**config.mk**
```make
export PLATFORM = sky130hd
export DESIGN_NAME = laser_beam_to_grid_cells_top
export DESIGN_NICKNAME = d
export VERILOG_FILES = /design/src/lbgc_pkg.sv /design/src/lbgc_div.sv /design/src/lbgc_ctrl.sv /design/src/lbgc_dp.sv /design/src/laser_beam_to_grid_cells_top.sv
export SDC_FILE = /design/constraint.sdc
export NUM_CORES = 2
export LEC_CHECK = 0
export BUFFER_PORTS_ARGS = -buffer_cell sky130_fd_sc_hd__buf_4
export CAP_MARGIN = 20
export CORE_UTILIZATION = 25
export CTS_BUF_LIST = sky130_fd_sc_hd__clkbuf_4
export DETAILED_ROUTE_END_ITERATION = 16
export GPL_ROUTABILITY_DRIVEN = 1
export SYNTH_ARGS = -nofsm -noshare
export SYNTH_HDL_FRONTEND = slang
export SYNTH_SLANG_ARGS = --single-unit
```
**constraint.sdc**
```tcl
create_clock -name clk_i -period 10.8 [get_ports clk_i]
set_input_delay 0.54 -clock clk_i [delete_from_list [all_inputs] [get_ports clk_i]]
set_output_delay 0.54 -clock clk_i [all_outputs]
set_load 0.01 [all_outputs]
```
**src/lbgc_pkg.sv**
```systemverilog
// Shared types, constants and tables of the laser beam to grid cells block.
package lbgc_pkg;

  localparam int CNT_W  = 6;
  localparam int RES_W  = 10;
  localparam int SIDE_W = 9;
  localparam int RNG_W  = 16;
  localparam int ANG_W  = 16;
  localparam int BEAM_W = 10;
  localparam int IDX_W  = 16;
  localparam int CFG_W  = 16;
  localparam int CADR_W = 3;
  localparam int DIV_W  = 20;
  localparam int TRIG_W = 20;
  localparam int PHI_W  = 20;
  localparam int CRD_W  = 21;
  localparam int TH_W   = 31;
  localparam int RED_W  = 30;
  localparam int NUM_W  = 40;
  localparam int ACC_W  = 32;
  localparam int HRES_W = 18;

  localparam logic [18:0] TWO_PI_Q16 = 19'd411775;
  localparam logic [18:0] PI_Q16     = 19'd205887;
  localparam logic signed [PHI_W-1:0] PI_S       = 20'sd205887;
  localparam logic signed [PHI_W-1:0] HALF_PI_S  = 20'sd102944;
  localparam logic signed [PHI_W-1:0] MHALF_PI_S = -20'sd102944;
  localparam logic signed [TRIG_W-1:0] CORDIC_X0 = 20'sd39797;
  localparam logic [3:0] MOD_STEPS_M1 = 4'd10;
  localparam logic [3:0] CORDIC_LAST  = 4'd15;

  typedef enum logic [CADR_W-1:0] {
    REG_CELL_SIZE   = 3'd0,
    REG_MAP_WIDTH   = 3'd1,
    REG_MAP_HEIGHT  = 3'd2,
    REG_RANGE_LIMIT = 3'd3,
    REG_START_ANGLE = 3'd4,
    REG_ANGLE_STEP  = 3'd5
  } reg_e;

  typedef enum logic [4:0] {
    ST_IDLE, ST_THETA, ST_ABS, ST_MOD, ST_WRAP, ST_FOLD, ST_CORDIC, ST_TRIG,
    ST_DIVN, ST_WAITN, ST_MULX, ST_DIVX, ST_WAITX, ST_MULY, ST_DIVY, ST_WAITY,
    ST_OCC, ST_FREE
  } state_e;

  typedef enum logic [4:0] {
    OP_NONE, OP_LOAD, OP_THETA, OP_ABS, OP_MOD, OP_WRAP, OP_FOLD, OP_CORDIC,
    OP_TRIG, OP_DIVN, OP_WAITN, OP_MULX, OP_DIVX, OP_WAITX, OP_MULY, OP_DIVY,
    OP_WAITY, OP_OCC, OP_FREE
  } op_e;

  typedef struct packed {
    op_e              op;
    logic [CNT_W-1:0] cnt;
  } cmd_t;

  typedef struct packed {
    logic reject;
    logic div_done;
    logic no_free;
    logic free_last;
  } sts_t;

  function automatic logic [16:0] atan_q16(input logic [3:0] i);
    logic [16:0] v;
    unique case (i)
      4'd0:  v = 17'd51472;
      4'd1:  v = 17'd30386;
      4'd2:  v = 17'd16055;
      4'd3:  v = 17'd8150;
      4'd4:  v = 17'd4091;
      4'd5:  v = 17'd2047;
      4'd6:  v = 17'd1024;
      4'd7:  v = 17'd512;
      4'd8:  v = 17'd256;
      4'd9:  v = 17'd128;
      4'd10: v = 17'd64;
      4'd11: v = 17'd32;
      4'd12: v = 17'd16;
      4'd13: v = 17'd8;
      4'd14: v = 17'd4;
      default: v = 17'd2;
    endcase
    return v;
  endfunction

endpackage

```
**src/lbgc_div.sv**
```systemverilog
// Restoring divider, one quotient bit per cycle.
module lbgc_div import lbgc_pkg::*; (
  input  logic             clk_i,
  input  logic             rst_ni,
  input  logic             start_i,
  input  logic [DIV_W-1:0] dividend_i,
  input  logic [RES_W-1:0] divisor_i,
  output logic             done_o,
  output logic [DIV_W-1:0] quotient_o
);

  logic [RES_W-1:0] rem_q, rem_d, dvs_q;
  logic [DIV_W-1:0] quo_q, quo_d;
  logic [4:0]       cnt_q;
  logic             run_q, done_q;
  logic [RES_W:0]   trial;
  logic             bit_c;

  always_comb begin
    trial = {rem_q, quo_q[DIV_W-1]};
    bit_c = (trial >= {1'b0, dvs_q});
    rem_d = bit_c ? RES_W'(trial - {1'b0, dvs_q}) : trial[RES_W-1:0];
    quo_d = {quo_q[DIV_W-2:0], bit_c};
  end

  always_ff @(posedge clk_i or negedge rst_ni) begin
    if (!rst_ni) begin
      run_q  <= 1'b0;
      done_q <= 1'b0;
      cnt_q  <= '0;
    end else begin
      done_q <= 1'b0;
      if (start_i) begin
        run_q <= 1'b1;
        cnt_q <= 5'(DIV_W - 1);
      end else if (run_q) begin
        cnt_q <= cnt_q - 5'd1;
        if (cnt_q == '0) begin
          run_q  <= 1'b0;
          done_q <= 1'b1;
        end
      end
    end
  end

  always_ff @(posedge clk_i) begin
    if (start_i) begin
      rem_q <= '0;
      quo_q <= dividend_i;
      dvs_q <= divisor_i;
    end else if (run_q) begin
      rem_q <= rem_d;
      quo_q <= quo_d;
    end
  end

  assign done_o     = done_q;
  assign quotient_o = quo_q;

endmodule

```
**src/lbgc_ctrl.sv**
```systemverilog
// Sequencer that steps the datapath through one beam.
module lbgc_ctrl import lbgc_pkg::*; (
  input  logic clk_i,
  input  logic rst_ni,
  input  logic start,
  input  sts_t sts_i,
  output cmd_t cmd_o,
  output logic busy
);

  state_e state_q, state_d;
  logic [CNT_W-1:0] cnt_q, cnt_d;

  always_ff @(posedge clk_i or negedge rst_ni) begin
    if (!rst_ni) begin
      state_q <= ST_IDLE;
      cnt_q   <= '0;
    end else begin
      state_q <= state_d;
      cnt_q   <= cnt_d;
    end
  end

  always_comb begin
    state_d = state_q;
    unique case (state_q)
      ST_IDLE:   if (start) state_d = ST_THETA;
      ST_THETA:  state_d = sts_i.reject ? ST_IDLE : ST_ABS;
      ST_ABS:    state_d = ST_MOD;
      ST_MOD:    if (cnt_q == '0) state_d = ST_WRAP;
      ST_WRAP:   state_d = ST_FOLD;
      ST_FOLD:   state_d = ST_CORDIC;
      ST_CORDIC: if (cnt_q[3:0] == CORDIC_LAST) state_d = ST_TRIG;
      ST_TRIG:   state_d = ST_DIVN;
      ST_DIVN:   state_d = ST_WAITN;
      ST_WAITN:  if (sts_i.div_done) state_d = ST_MULX;
      ST_MULX:   state_d = ST_DIVX;
      ST_DIVX:   state_d = ST_WAITX;
      ST_WAITX:  if (sts_i.div_done) state_d = ST_MULY;
      ST_MULY:   state_d = ST_DIVY;
      ST_DIVY:   state_d = ST_WAITY;
      ST_WAITY:  if (sts_i.div_done) state_d = ST_OCC;
      ST_OCC:    state_d = sts_i.no_free ? ST_IDLE : ST_FREE;
      ST_FREE:   if (sts_i.free_last) state_d = ST_IDLE;
      default:   state_d = ST_IDLE;
    endcase
  end

  always_comb begin
    cnt_d = cnt_q;
    unique case (state_q)
      ST_ABS:    cnt_d = CNT_W'(MOD_STEPS_M1);
      ST_MOD:    cnt_d = cnt_q - 1'b1;
      ST_FOLD:   cnt_d = '0;
      ST_CORDIC: cnt_d = cnt_q + 1'b1;
      ST_OCC:    cnt_d = '0;
      ST_FREE:   cnt_d = cnt_q + 1'b1;
      default:   cnt_d = cnt_q;
    endcase
  end

  always_comb begin
    cmd_o.cnt = cnt_q;
    busy      = (state_q != ST_IDLE);
    unique case (state_q)
      ST_IDLE:   cmd_o.op = start ? OP_LOAD : OP_NONE;
      ST_THETA:  cmd_o.op = OP_THETA;
      ST_ABS:    cmd_o.op = OP_ABS;
      ST_MOD:    cmd_o.op = OP_MOD;
      ST_WRAP:   cmd_o.op = OP_WRAP;
      ST_FOLD:   cmd_o.op = OP_FOLD;
      ST_CORDIC: cmd_o.op = OP_CORDIC;
      ST_TRIG:   cmd_o.op = OP_TRIG;
      ST_DIVN:   cmd_o.op = OP_DIVN;
      ST_WAITN:  cmd_o.op = OP_WAITN;
      ST_MULX:   cmd_o.op = OP_MULX;
      ST_DIVX:   cmd_o.op = OP_DIVX;
      ST_WAITX:  cmd_o.op = OP_WAITX;
      ST_MULY:   cmd_o.op = OP_MULY;
      ST_DIVY:   cmd_o.op = OP_DIVY;
      ST_WAITY:  cmd_o.op = OP_WAITY;
      ST_OCC:    cmd_o.op = OP_OCC;
      ST_FREE:   cmd_o.op = OP_FREE;
      default:   cmd_o.op = OP_NONE;
    endcase
  end

endmodule

```
**src/lbgc_dp.sv**
```systemverilog
// Datapath: configuration, angle reduction, CORDIC, cell mapping and result register.
module lbgc_dp import lbgc_pkg::*; #(
  parameter int MAX_SIDE       = 256,
  parameter int MAX_FREE_CELLS = 62,
  parameter int MAX_BEAMS      = 1024
) (
  input  logic              clk_i,
  input  logic              rst_ni,
  input  cmd_t              cmd_i,
  output sts_t              sts_o,
  input  logic [BEAM_W-1:0] beam_index_i,
  input  logic [RNG_W-1:0]  range_mm_i,
  input  logic              cfg_we_i,
  input  logic [CADR_W-1:0] cfg_idx_i,
  input  logic [CFG_W-1:0]  cfg_data_i,
  output logic              valid_o,
  output logic [IDX_W-1:0]  cell_index_o,
  output logic              occupied_o,
  output logic              in_map_o,
  output logic              last_o
);

  logic [RES_W-1:0]  res_q;
  logic [SIDE_W-1:0] mapw_q, maph_q;
  logic [RNG_W-1:0]  lim_q;
  logic signed [ANG_W-1:0] sa_q, step_q;

  always_ff @(posedge clk_i or negedge rst_ni) begin
    if (!rst_ni) begin
      res_q  <= 10'd100;
      mapw_q <= 9'd120;
      maph_q <= 9'd120;
      lim_q  <= 16'd6000;
      sa_q   <= -16'sd25736;
      step_q <= 16'sd143;
    end else if (cfg_we_i) begin
      unique case (cfg_idx_i)
        REG_CELL_SIZE:   res_q  <= cfg_data_i[RES_W-1:0];
        REG_MAP_WIDTH:   mapw_q <= cfg_data_i[SIDE_W-1:0];
        REG_MAP_HEIGHT:  maph_q <= cfg_data_i[SIDE_W-1:0];
        REG_RANGE_LIMIT: lim_q  <= cfg_data_i;
        REG_START_ANGLE: sa_q   <= $signed(cfg_data_i);
        REG_ANGLE_STEP:  step_q <= $signed(cfg_data_i);
        default: ;
      endcase
    end
  end

  logic [RES_W-1:0]  res_e;
  logic [SIDE_W-1:0] w_e, h_e;
  logic [7:0]        hx, hy;

  always_comb begin
    res_e = (res_q == '0) ? RES_W'(1) : res_q;
    if (mapw_q < SIDE_W'(2))             w_e = SIDE_W'(2);
    else if (mapw_q > SIDE_W'(MAX_SIDE)) w_e = SIDE_W'(MAX_SIDE);
    else                                 w_e = mapw_q;
    if (maph_q < SIDE_W'(2))             h_e = SIDE_W'(2);
    else if (maph_q > SIDE_W'(MAX_SIDE)) h_e = SIDE_W'(MAX_SIDE);
    else                                 h_e = maph_q;
    hx = h_e[8:1];
    hy = w_e[8:1];
  end

  logic [BEAM_W-1:0] beam_q;
  logic [RNG_W-1:0]  range_q;
  logic signed [TH_W-1:0]   th8_q;
  logic [RED_W-1:0]         r_q;
  logic                     neg_q;
  logic signed [PHI_W-1:0]  phi_q;
  logic                     flip_q;
  logic signed [TRIG_W-1:0] x_q, y_q, cos_q, sin_q;
  logic [HRES_W-1:0]        hresx_q, hresy_q;
  logic [CNT_W-1:0]         steps_q;
  logic signed [NUM_W-1:0]  num_q;
  logic                     numneg_q;
  logic signed [CRD_W-1:0]  colo_q, rowo_q;
  logic signed [ACC_W-1:0]  accx_q, accy_q;

  logic                     div_start, div_done;
  logic [DIV_W-1:0]         div_dividend, div_q;
  logic [RES_W-1:0]         div_divisor;

  logic signed [BEAM_W+ANG_W:0] bprod;
  logic signed [BEAM_W+ANG_W+1:0] theta_c;
  logic [RED_W-1:0]         msh;
  logic [18:0]              pw;
  logic [3:0]               ci;
  logic signed [TRIG_W-1:0] dx, dy;
  logic signed [PHI_W-1:0]  at;
  logic signed [TRIG_W-1:0] trig_sel;
  logic [HRES_W-1:0]        hres_sel;
  logic signed [NUM_W-1:0]  num_c;
  logic [NUM_W-1:0]         num_abs;
  logic [DIV_W-1:0]         q16;
  logic [DIV_W-1:0]         nm1;
  logic signed [CRD_W-1:0]  qs;

  assign bprod   = $signed({1'b0, beam_q}) * step_q;
  assign theta_c = (BEAM_W+ANG_W+2)'(bprod) + (BEAM_W+ANG_W+2)'(sa_q);
  assign msh     = RED_W'({11'd0, TWO_PI_Q16} << cmd_i.cnt[3:0]);
  assign pw      = (neg_q && (r_q != '0)) ? (TWO_PI_Q16 - r_q[18:0]) : r_q[18:0];
  assign ci      = cmd_i.cnt[3:0];
  assign dx      = y_q >>> ci;
  assign dy      = x_q >>> ci;
  assign at      = $signed({3'b000, atan_q16(ci)});
  assign trig_sel = (cmd_i.op == OP_MULY) ? sin_q : cos_q;
  assign hres_sel = (cmd_i.op == OP_MULY) ? hresy_q : hresx_q;
  assign num_c   = NUM_W'($signed({1'b0, range_q}) * trig_sel)
                 + $signed({6'd0, hres_sel, 16'd0});
  assign num_abs = num_q[NUM_W-1] ? NUM_W'(-num_q) : NUM_W'(num_q);
  assign q16     = {4'd0, div_q[15:0]};
  assign nm1     = (q16 == '0) ? '0 : q16 - DIV_W'(1);
  assign qs      = numneg_q ? -$signed({1'b0, div_q}) : $signed({1'b0, div_q});

  always_comb begin
    div_start    = 1'b0;
    div_dividend = {4'd0, range_q};
    div_divisor  = res_e;
    if (cmd_i.op == OP_DIVN) begin
      div_start = 1'b1;
    end else if (cmd_i.op == OP_DIVX || cmd_i.op == OP_DIVY) begin
      div_start    = 1'b1;
      div_dividend = num_abs[35:16];
    end
  end

  lbgc_div u_div (
    .clk_i      (clk_i),
    .rst_ni     (rst_ni),
    .start_i    (div_start),
    .dividend_i (div_dividend),
    .divisor_i  (div_divisor),
    .done_o     (div_done),
    .quotient_o (div_q)
  );

  always_ff @(posedge clk_i) begin
    unique case (cmd_i.op)
      OP_LOAD: begin
        beam_q  <= beam_index_i;
        range_q <= range_mm_i;
      end
      OP_THETA: th8_q <= {theta_c[TH_W-4:0], 3'b000};
      OP_ABS: begin
        neg_q <= th8_q[TH_W-1];
        r_q   <= th8_q[TH_W-1] ? RED_W'(-th8_q) : RED_W'(th8_q);
      end
      OP_MOD: if (r_q >= msh) r_q <= r_q - msh;
      OP_WRAP: begin
        if (pw >= PI_Q16) phi_q <= $signed({1'b0, pw}) - $signed({1'b0, TWO_PI_Q16});
        else              phi_q <= $signed({1'b0, pw});
      end
      OP_FOLD: begin
        x_q <= CORDIC_X0;
        y_q <= '0;
        if (phi_q > HALF_PI_S) begin
          phi_q  <= phi_q - PI_S;
          flip_q <= 1'b1;
        end else if (phi_q < MHALF_PI_S) begin
          phi_q  <= phi_q + PI_S;
          flip_q <= 1'b1;
        end else begin
          flip_q <= 1'b0;
        end
      end
      OP_CORDIC: begin
        if (phi_q >= 0) begin
          x_q   <= x_q - dx;
          y_q   <= y_q + dy;
          phi_q <= phi_q - at;
        end else begin
          x_q   <= x_q + dx;
          y_q   <= y_q - dy;
          phi_q <= phi_q + at;
        end
      end
      OP_TRIG: begin
        cos_q   <= flip_q ? -x_q : x_q;
        sin_q   <= flip_q ? -y_q : y_q;
        hresx_q <= HRES_W'(hx * res_e);
        hresy_q <= HRES_W'(hy * res_e);
      end
      OP_WAITN: begin
        if (div_done) begin
          if (nm1 > DIV_W'(MAX_FREE_CELLS)) steps_q <= CNT_W'(MAX_FREE_CELLS);
          else                              steps_q <= nm1[CNT_W-1:0];
        end
      end
      OP_MULX, OP_MULY: num_q <= num_c;
      OP_DIVX, OP_DIVY: numneg_q <= num_q[NUM_W-1];
      OP_WAITX: if (div_done) colo_q <= qs;
      OP_WAITY: if (div_done) rowo_q <= qs;
      OP_OCC: begin
        accx_q <= $signed({8'd0, hx, 16'd0});
        accy_q <= $signed({8'd0, hy, 16'd0});
      end
      OP_FREE: begin
        accx_q <= accx_q + ACC_W'(cos_q);
        accy_q <= accy_q + ACC_W'(sin_q);
      end
      default: ;
    endcase
  end

  assign sts_o.reject    = (32'(beam_q) >= 32'(MAX_BEAMS)) || (range_q >= lim_q);
  assign sts_o.div_done  = div_done;
  assign sts_o.no_free   = (steps_q == '0);
  assign sts_o.free_last = (cmd_i.cnt == steps_q - 1'b1);

  logic signed [ACC_W-1:0] fx_p, fy_p;
  logic signed [CRD_W-1:0] col_c, row_c;
  logic                    in_map_c, emit;
  logic [IDX_W:0]          idx_c;

  always_comb begin
    fx_p = accx_q[ACC_W-1] ? -accx_q : accx_q;
    fy_p = accy_q[ACC_W-1] ? -accy_q : accy_q;
    if (cmd_i.op == OP_OCC) begin
      col_c = colo_q;
      row_c = rowo_q;
    end else begin
      col_c = accx_q[ACC_W-1] ? -CRD_W'(fx_p >>> 16) : CRD_W'(fx_p >>> 16);
      row_c = accy_q[ACC_W-1] ? -CRD_W'(fy_p >>> 16) : CRD_W'(fy_p >>> 16);
    end
    in_map_c = (col_c >= 0) && (col_c < $signed(CRD_W'(w_e)))
            && (row_c >= 0) && (row_c < $signed(CRD_W'(h_e)));
    idx_c  = (IDX_W+1)'(col_c[7:0]) + (IDX_W+1)'(row_c[7:0] * w_e);
    emit   = (cmd_i.op == OP_OCC) || (cmd_i.op == OP_FREE);
  end

  always_ff @(posedge clk_i or negedge rst_ni) begin
    if (!rst_ni) valid_o <= 1'b0;
    else         valid_o <= emit;
  end

  always_ff @(posedge clk_i) begin
    if (emit) begin
      cell_index_o <= in_map_c ? idx_c[IDX_W-1:0] : '0;
      in_map_o     <= in_map_c;
      occupied_o   <= (cmd_i.op == OP_OCC);
      last_o       <= (cmd_i.op == OP_OCC) ? sts_o.no_free : sts_o.free_last;
    end
  end

endmodule

```
**src/laser_beam_to_grid_cells_top.sv**
```systemverilog
// Top level of the laser beam to grid cells ray caster.
// One request (a beam index and its range) is taken when start is high and busy
// is low. A beam at or beyond the range limit, or with an index past the scan,
// ends with no result. Otherwise the occupied cell appears after an 11-step
// angle reduction, a 16-step CORDIC and three runs of a shared 20-step
// restoring divider. The free cells then follow one per cycle, and busy falls
// with the last one. Each result is shown for a single cycle with valid_o high
// and must be taken then; the final cell of a beam carries last_o.
module laser_beam_to_grid_cells_top import lbgc_pkg::*; #(
  parameter int MAX_SIDE       = 256,
  parameter int MAX_FREE_CELLS = 62,
  parameter int MAX_BEAMS      = 1024
) (
  input  logic              clk_i,
  input  logic              rst_ni,
  input  logic              start,
  output logic              busy,
  input  logic [BEAM_W-1:0] beam_index_i,
  input  logic [RNG_W-1:0]  range_mm_i,
  input  logic              cfg_we_i,
  input  logic [CADR_W-1:0] cfg_idx_i,
  input  logic [CFG_W-1:0]  cfg_data_i,
  output logic              valid_o,
  output logic [IDX_W-1:0]  cell_index_o,
  output logic              occupied_o,
  output logic              in_map_o,
  output logic              last_o
);

  cmd_t cmd;
  sts_t sts;

  lbgc_ctrl u_ctrl (
    .clk_i  (clk_i),
    .rst_ni (rst_ni),
    .start  (start),
    .sts_i  (sts),
    .cmd_o  (cmd),
    .busy   (busy)
  );

  lbgc_dp #(
    .MAX_SIDE       (MAX_SIDE),
    .MAX_FREE_CELLS (MAX_FREE_CELLS),
    .MAX_BEAMS      (MAX_BEAMS)
  ) u_dp (
    .clk_i        (clk_i),
    .rst_ni       (rst_ni),
    .cmd_i        (cmd),
    .sts_o        (sts),
    .beam_index_i (beam_index_i),
    .range_mm_i   (range_mm_i),
    .cfg_we_i     (cfg_we_i),
    .cfg_idx_i    (cfg_idx_i),
    .cfg_data_i   (cfg_data_i),
    .valid_o      (valid_o),
    .cell_index_o (cell_index_o),
    .occupied_o   (occupied_o),
    .in_map_o     (in_map_o),
    .last_o       (last_o)
  );

endmodule

```
======== Word-level counts from Yosys, hierarchy flattened ========
Memory sizes are Yosys's and may differ from the RTL's.
Cells that the tools add are included.
operators by class
  equal/unequal tests ..................... 51
  muxes and demuxes ....................... 63
  reductions and logical operators ........ 37
  order comparisons ....................... 16
  shifts and indexed selects .............. 3
  multipliers ............................. 5
  add/subtract/negate cells ............... 31
operators by type and width
  operator                                                                              count
  20-bit two-way mux                                                                    14
  5-bit one-hot mux with 18 select lines                                                2
  32-bit one-hot mux with 2 select lines                                                2
  21-bit two-way mux                                                                    5
  5-bit by 4-bit equality test with 1-bit output, second input constant                 16
  20-bit one-hot mux with 2 select lines                                                2
  32-bit by 20-bit adder with 32-bit output                                             2
  32-bit two-way mux                                                                    2
  32-bit negator                                                                        2
  30-bit two-way mux                                                                    2
  20-bit one-hot mux with 3 select lines                                                1
  30-bit one-hot mux with 2 select lines                                                1
  5-bit two-way mux                                                                     10
  21-bit by 1-bit greater-or-equal comparator with 1-bit output, second input constant  2
  21-bit by 10-bit < comparator with 1-bit output                                       2
  16-bit negator with 21-bit output                                                     2
  20-bit adder                                                                          2
  40-bit by 35-bit adder with 40-bit output                                             1
  5-bit by 3-bit equality test with 1-bit output, second input constant                 8
  20-bit negator                                                                        2
  20-bit by 4-bit >>> shifter with 20-bit output                                        2
  20-bit subtractor                                                                     2
  17-bit by 20-bit multiplier with 37-bit output                                        1
  8-bit by 10-bit multiplier with 18-bit output                                         2
  other kinds (64)                                                                      119
word-level totals
  memories ................................ 1
  word-level logic and storage cells ...... 246
  ROM bits ................................ 256
  output and inout port bits .............. 21
  input bits .............................. 49
  register bits after elaboration ......... 529
memory list
  memory           depth  bits a word  read ports  clocked after Yosys merged registers in  wr ports  RTL line        RTL
  (no name shown)  16     16           1           0                                        0         lbgc_pkg.sv:67  unique case (i)

======== Depth between registers and ports, before layout ========
  depth after elaboration ................. 9
  gate-level depth with buffers ........... 43

======== Hierarchy ========
From an unflattened synthesis, not the netlist that was laid out.
unflattened totals
  cells, all modules ...................... 6731
  area, all modules ....................... 63428.3 sq um
modules (own cells, without submodules)
  module     instances  cells each  area each (sq um)
  lbgc_dp    1          6414        60033.8
  lbgc_div   1          201         2406.1
  lbgc_ctrl  1          116         988.4

======== Worst setup path before layout ========
No wires, ideal clock.
  kind .................................... flip-flop to flip-flop
  from .................................... reg u_ctrl.state_q[3]
  to ...................................... reg u_dp.num_q[35], data pin
  slack ................................... 1680 ps
  data arrival time ....................... 8854 ps
  library setup time ...................... 266 ps
  data required time ...................... 10534 ps
  stages on the path, launching flop included .. 40
  clock period less this slack ............ 9120 ps
  cells stage by stage .................... dfrtp_1 clkbuf_1 nor2b_1 nand2_1 nor2_1 buf_1 mux2_2 and2_1 fa_1 inv_1 fa_1 inv_1 fa_1 fa_1 fa_1 inv_1 fa_1 inv_1 (+4 left out) nand2_1 a311oi_1 a21oi_1 nand2_1 nand2b_1 a21oi_1 xnor2_1 ha_1 o21ai_0 nand2b_1 o211ai_1 o311ai_0 a31oi_1 and2_1 o21ai_0 a21boi_0 o21a_1 xor2_1
between the ends
  longest elaborated chain between the ends .. 6
ends and longest elaborated chain
  element                                            RTL line                        RTL
  start, declared                                    lbgc_ctrl.sv:11                 state_e state_q, state_d;
  start signal, assigned                             lbgc_ctrl.sv:19                 state_q <= state_d;
  5-bit equality test, or another cell as far along  lbgc_ctrl.sv:65                 unique case (state_q)
  5-bit one-hot mux with 18 select lines *           lbgc_ctrl.sv:65
  5-bit by 4-bit equality test with 1-bit output *   lbgc_dp.sv:107, lbgc_dp.sv:108
  20-bit two-way mux                                 lbgc_dp.sv:107                  assign trig_sel = (cmd_i.op == OP_MULY) ? sin_q : cos_q;
  17-bit by 20-bit multiplier with 37-bit output     lbgc_dp.sv:109                  assign num_c = NUM_W'($signed({1'b0, range_q}) * trig_sel)
  40-bit by 35-bit adder with 40-bit output *        lbgc_dp.sv:110                  + $signed({6'd0, hres_sel, 16'd0});
  named net u_dp.num_c[35]                           lbgc_dp.sv:93                   logic signed [NUM_W-1:0] num_c;
  end signal, assigned                               lbgc_dp.sv:190                  OP_MULX, OP_MULY: num_q <= num_c;
  end, declared                                      lbgc_dp.sv:75                   logic signed [NUM_W-1:0] num_q;
The timed path passes the listed nets; every way through them passes the cells marked *.
A chain may end at the register's enable or synchronous reset.

======== Worst setup path in the final report ========
Ends and elaborated chain as after synthesis.

==> qor.yml <==
floorplan:
  dieHeight_um: 503
  io_pins: 70
  initial_core_util: 0.252
  die_area_um2: 253000
  core_um2: 249000
  fp.dieW_um: 503
  row_count: 183
setup_path:
  path_common_cell: "fa_1"
  endpoint_kind: "flip-flop"
  path_max_fanout: 16
  cp_slowest_stage_delay_ns: 0.55
  arrival_ns: 10.84
  crit_type: "flip-flop to flip-flop"
  critPathRequiredTime_ns: 11.69
  cp_slowest_cell: "fa_1"
  crit_path_start_kind: "flip-flop"
synth:
  yosysSeqAreaShare: 0.243
  synth_area_um2: 62700
  yosysTopAreaCellShare: 0.204
  synth_area_leaders: "fa_1 (20%), edfxtp_1 (20%), ha_1 (10%)"
  ys_warn_count: 0
  ys_ff_latch: 526
  yosysMostFrequentCell: "inv_1"
  syn_area_per_cell_um2: 9.20
  async_reset_ff_frac: 0.181
  synth-edff-count: 421
  synthFlopType: "edfxtp_1"
  yosys.area.top_type: "fa_1"
  synth_cell_types: 86
  syn_inst: 6817
  syn_nets: 8007
  synth_common_cells: "inv_1 (984), nand2_1 (763), fa_1 (639), ha_1 (502), nor2_1 (439)"
timing:
  finalCritPeriodShare: 0.921
  rsz0062_at_grt: "no"
  worst_pin_slew_ns: 1.07
  finalClockSkew_ns: 0.0845
  slew_headroom: 0.285
  max_freq_mhz: 101
  holdWs_ns: 0.114
  tns_ns: 0
  slew_viol_final: 0
  period_needed_ns: 9.95
  finalHoldViolCount: 0
  setup_viol: 0
power:
  p_int_uw: 7430
  p_sw_frac: 0.449
  p_switching_uw: 6070
  ir_worst_vdd_v: 0.000405
  seq_power_share: 0.221
  power_leakage_uw: 0.0300
  powerDensity_nw_per_um2: 194
  combPwrFrac: 0.630
  clkPwrFrac: 0.150
final_layout:
  fin_area_um2: 69700
  syn_to_final_growth_pct: 11.2
  final_util: 0.280
  fill_cells: 26300
  multi_input_area_um2: 42700
  nNetsFinal: 8089
  seq_area_um2: 15300
  fin_cells: 10400
  drive_gt1_frac: 0.0914
grt:
  use_met3: 0.0223
  grt_util_all_layers: 0.143
  grt-ovfl-total: 0
  grt_max_degree: 87
  antenna_found_initial: 15
  grt-busiest-layer: "met2"
  gr-usage-met1: 0.181
  grt_first_pass_wirelength_um: 284000
  grt_pass1_vias: 50700
  use_met2: 0.243
clocking:
  cts_sinks: 526
  cts_max_path_buffers: 3
  cts_inserted_buffers: 157
  clk_pin_slew_ns: 0.06
  cts_tree: "built"
  htreeDepth: 4
  clkLatencyLatePin_ns: 1.19
  cts-root-buf: "clkbuf_4"
detailed_routing:
  drtIter0Drc: 3564
  wl_per_cell_um: 17.4
  drc_errors: 0
  routed_wl_um: 180000
  viasPerCell: 4.77
  drtPass1Iterations: 6
  route.vias.total: 49400
  postRouteAntennaNets: 0
place:
  numPortBuffers: 69
  place_area_um2: 66900
  detailed_place_hpwl_um: 139000
  place_congestion: 0.911
  dp.cells: 9999
hold_path:
  hold_path.class: "input pin to flip-flop"
outcome:
  status: "finished, final reports clean"
job:
  cap_violations: 0
==> through the flow <==
step           power (uW)  setup WS [ns]
2_1_floorplan        9540           1.68
3_3_place_gp        11300          0.686
3_5_place_dp        11500          0.624
4_1_cts             13600          0.560
5_1_grt             15000          0.176
6_report            13500          0.855
==> cell type report <==
type,count,share of cell area
multi-input combinational,5010,0.612
sequential,526,0.219
tap,3330,0.0597
inverter,989,0.0532
timing repair buffer,215,0.0264
clock buffer,227,0.0244
clock inverter,56,0.00468
antenna,11,0.000395
==> power by group through the flow <==
stage,combinational [uW],sequential (uW),clock (uW)
floorplan,6710,2830,0
global placement,8300,3010,0
detailed placement,8470,3010,0
CTS,8580,2970,2090
global route,9780,3000,2190
finish,8500,2980,2020
==> cells in the final DEF, fill, tap and decap left out, types with 147 or more instances in the layout <==
master,synthesis,layout
inv_1,984,983
nand2_1,763,762
fa_1,639,639
ha_1,502,502
nor2_1,439,433
edfxtp_1,421,421
and2_1,335,335
o21ai_0,334,333
xnor2_1,303,303
a21oi_1,297,295
clkbuf_4,0,227
buf_4,2,147
==> cell families (layout without fill, tap and decap cells) <==
logic type / after synthesis / count (layout) / share of synthesized area
DFF: 526 / 526 / 0.243
adders and majority gates: 1141 / 1141 / 0.304
muxes: 184 / 184 / 0.0395
AOI/OAI and AO/OA: 1130 / 1130 / 0.112
xor gates and xnor gates: 444 / 444 / 0.0620
buffers and inverters: 1281 / 1487 / 0.0772
other: 0 / 11 / 0
and+or+nand+nor: 2111 / 2111 / 0.161
==> per-layer routing <==
metal  share of wire  up-vias
met3           0.056      351
met5               0        -
met1            0.42    24600
met2            0.48     1477
li1                -    23000
met4           0.036        0
==> registers in the layout, indices dropped and copies added (netlist names), 16 cells and up <==
signal	flops
u_dp.hresx_q	18
u_dp.step_q	16
u_dp.rowo_q	21
u_dp.th8_q	28
u_dp.cell_index_o	16
u_dp.phi_q	20
u_dp.range_q	16
u_dp.x_q	20
u_dp.u_div.quotient_o	20
u_dp.hresy_q	18
u_dp.num_q	37
u_dp.accx_q	32
u_dp.colo_q	21
u_dp.sin_q	20
u_dp.y_q	20
u_dp.lim_q	16
u_dp.accy_q	32
u_dp.r_q	30
u_dp.sa_q	16
u_dp.cos_q	20
==> path summary, 6_finish.rpt <==
kind                                     startpoint             endpoint  slack [ns]  cells past startpoint
worst max-delay path              u_ctrl.state_q[3]       u_dp.num_q[35]        0.85                     38
worst min-delay path                beam_index_i[7]       u_dp.beam_q[7]        0.11                      2
worst max register to register    u_ctrl.state_q[3]       u_dp.num_q[35]        0.85                     38
worst min register to register  u_dp.u_div.rem_q[9]  u_dp.u_div.rem_q[9]        0.50                      1
max in group asynchronous                    rst_ni       u_dp.maph_q[1]        9.40                      4
min in group asynchronous                    rst_ni       u_dp.step_q[9]        0.46                      3
==> critical path: cells and delay by family, from the launching register on <==
kind                       cells  cell delay (ns)
muxes                          1             0.50
xor gates and xnor gates       2             0.31
AOI/OAI and AO/OA             12             2.70
DFF                            1             0.50
adders and majority gates      8             3.76
and+or+nand+nor               10             1.52
buffers and inverters          5             0.38
==> repair_timing <==
action,4_1_cts,5_1_grt
resized for setup,0,1
hold buffers,61,0
setup endpoints to repair,0,3
hold endpoints to repair,168,0
setup buffers,0,4
No activity file was read; power rests on OpenSTA's default activity.
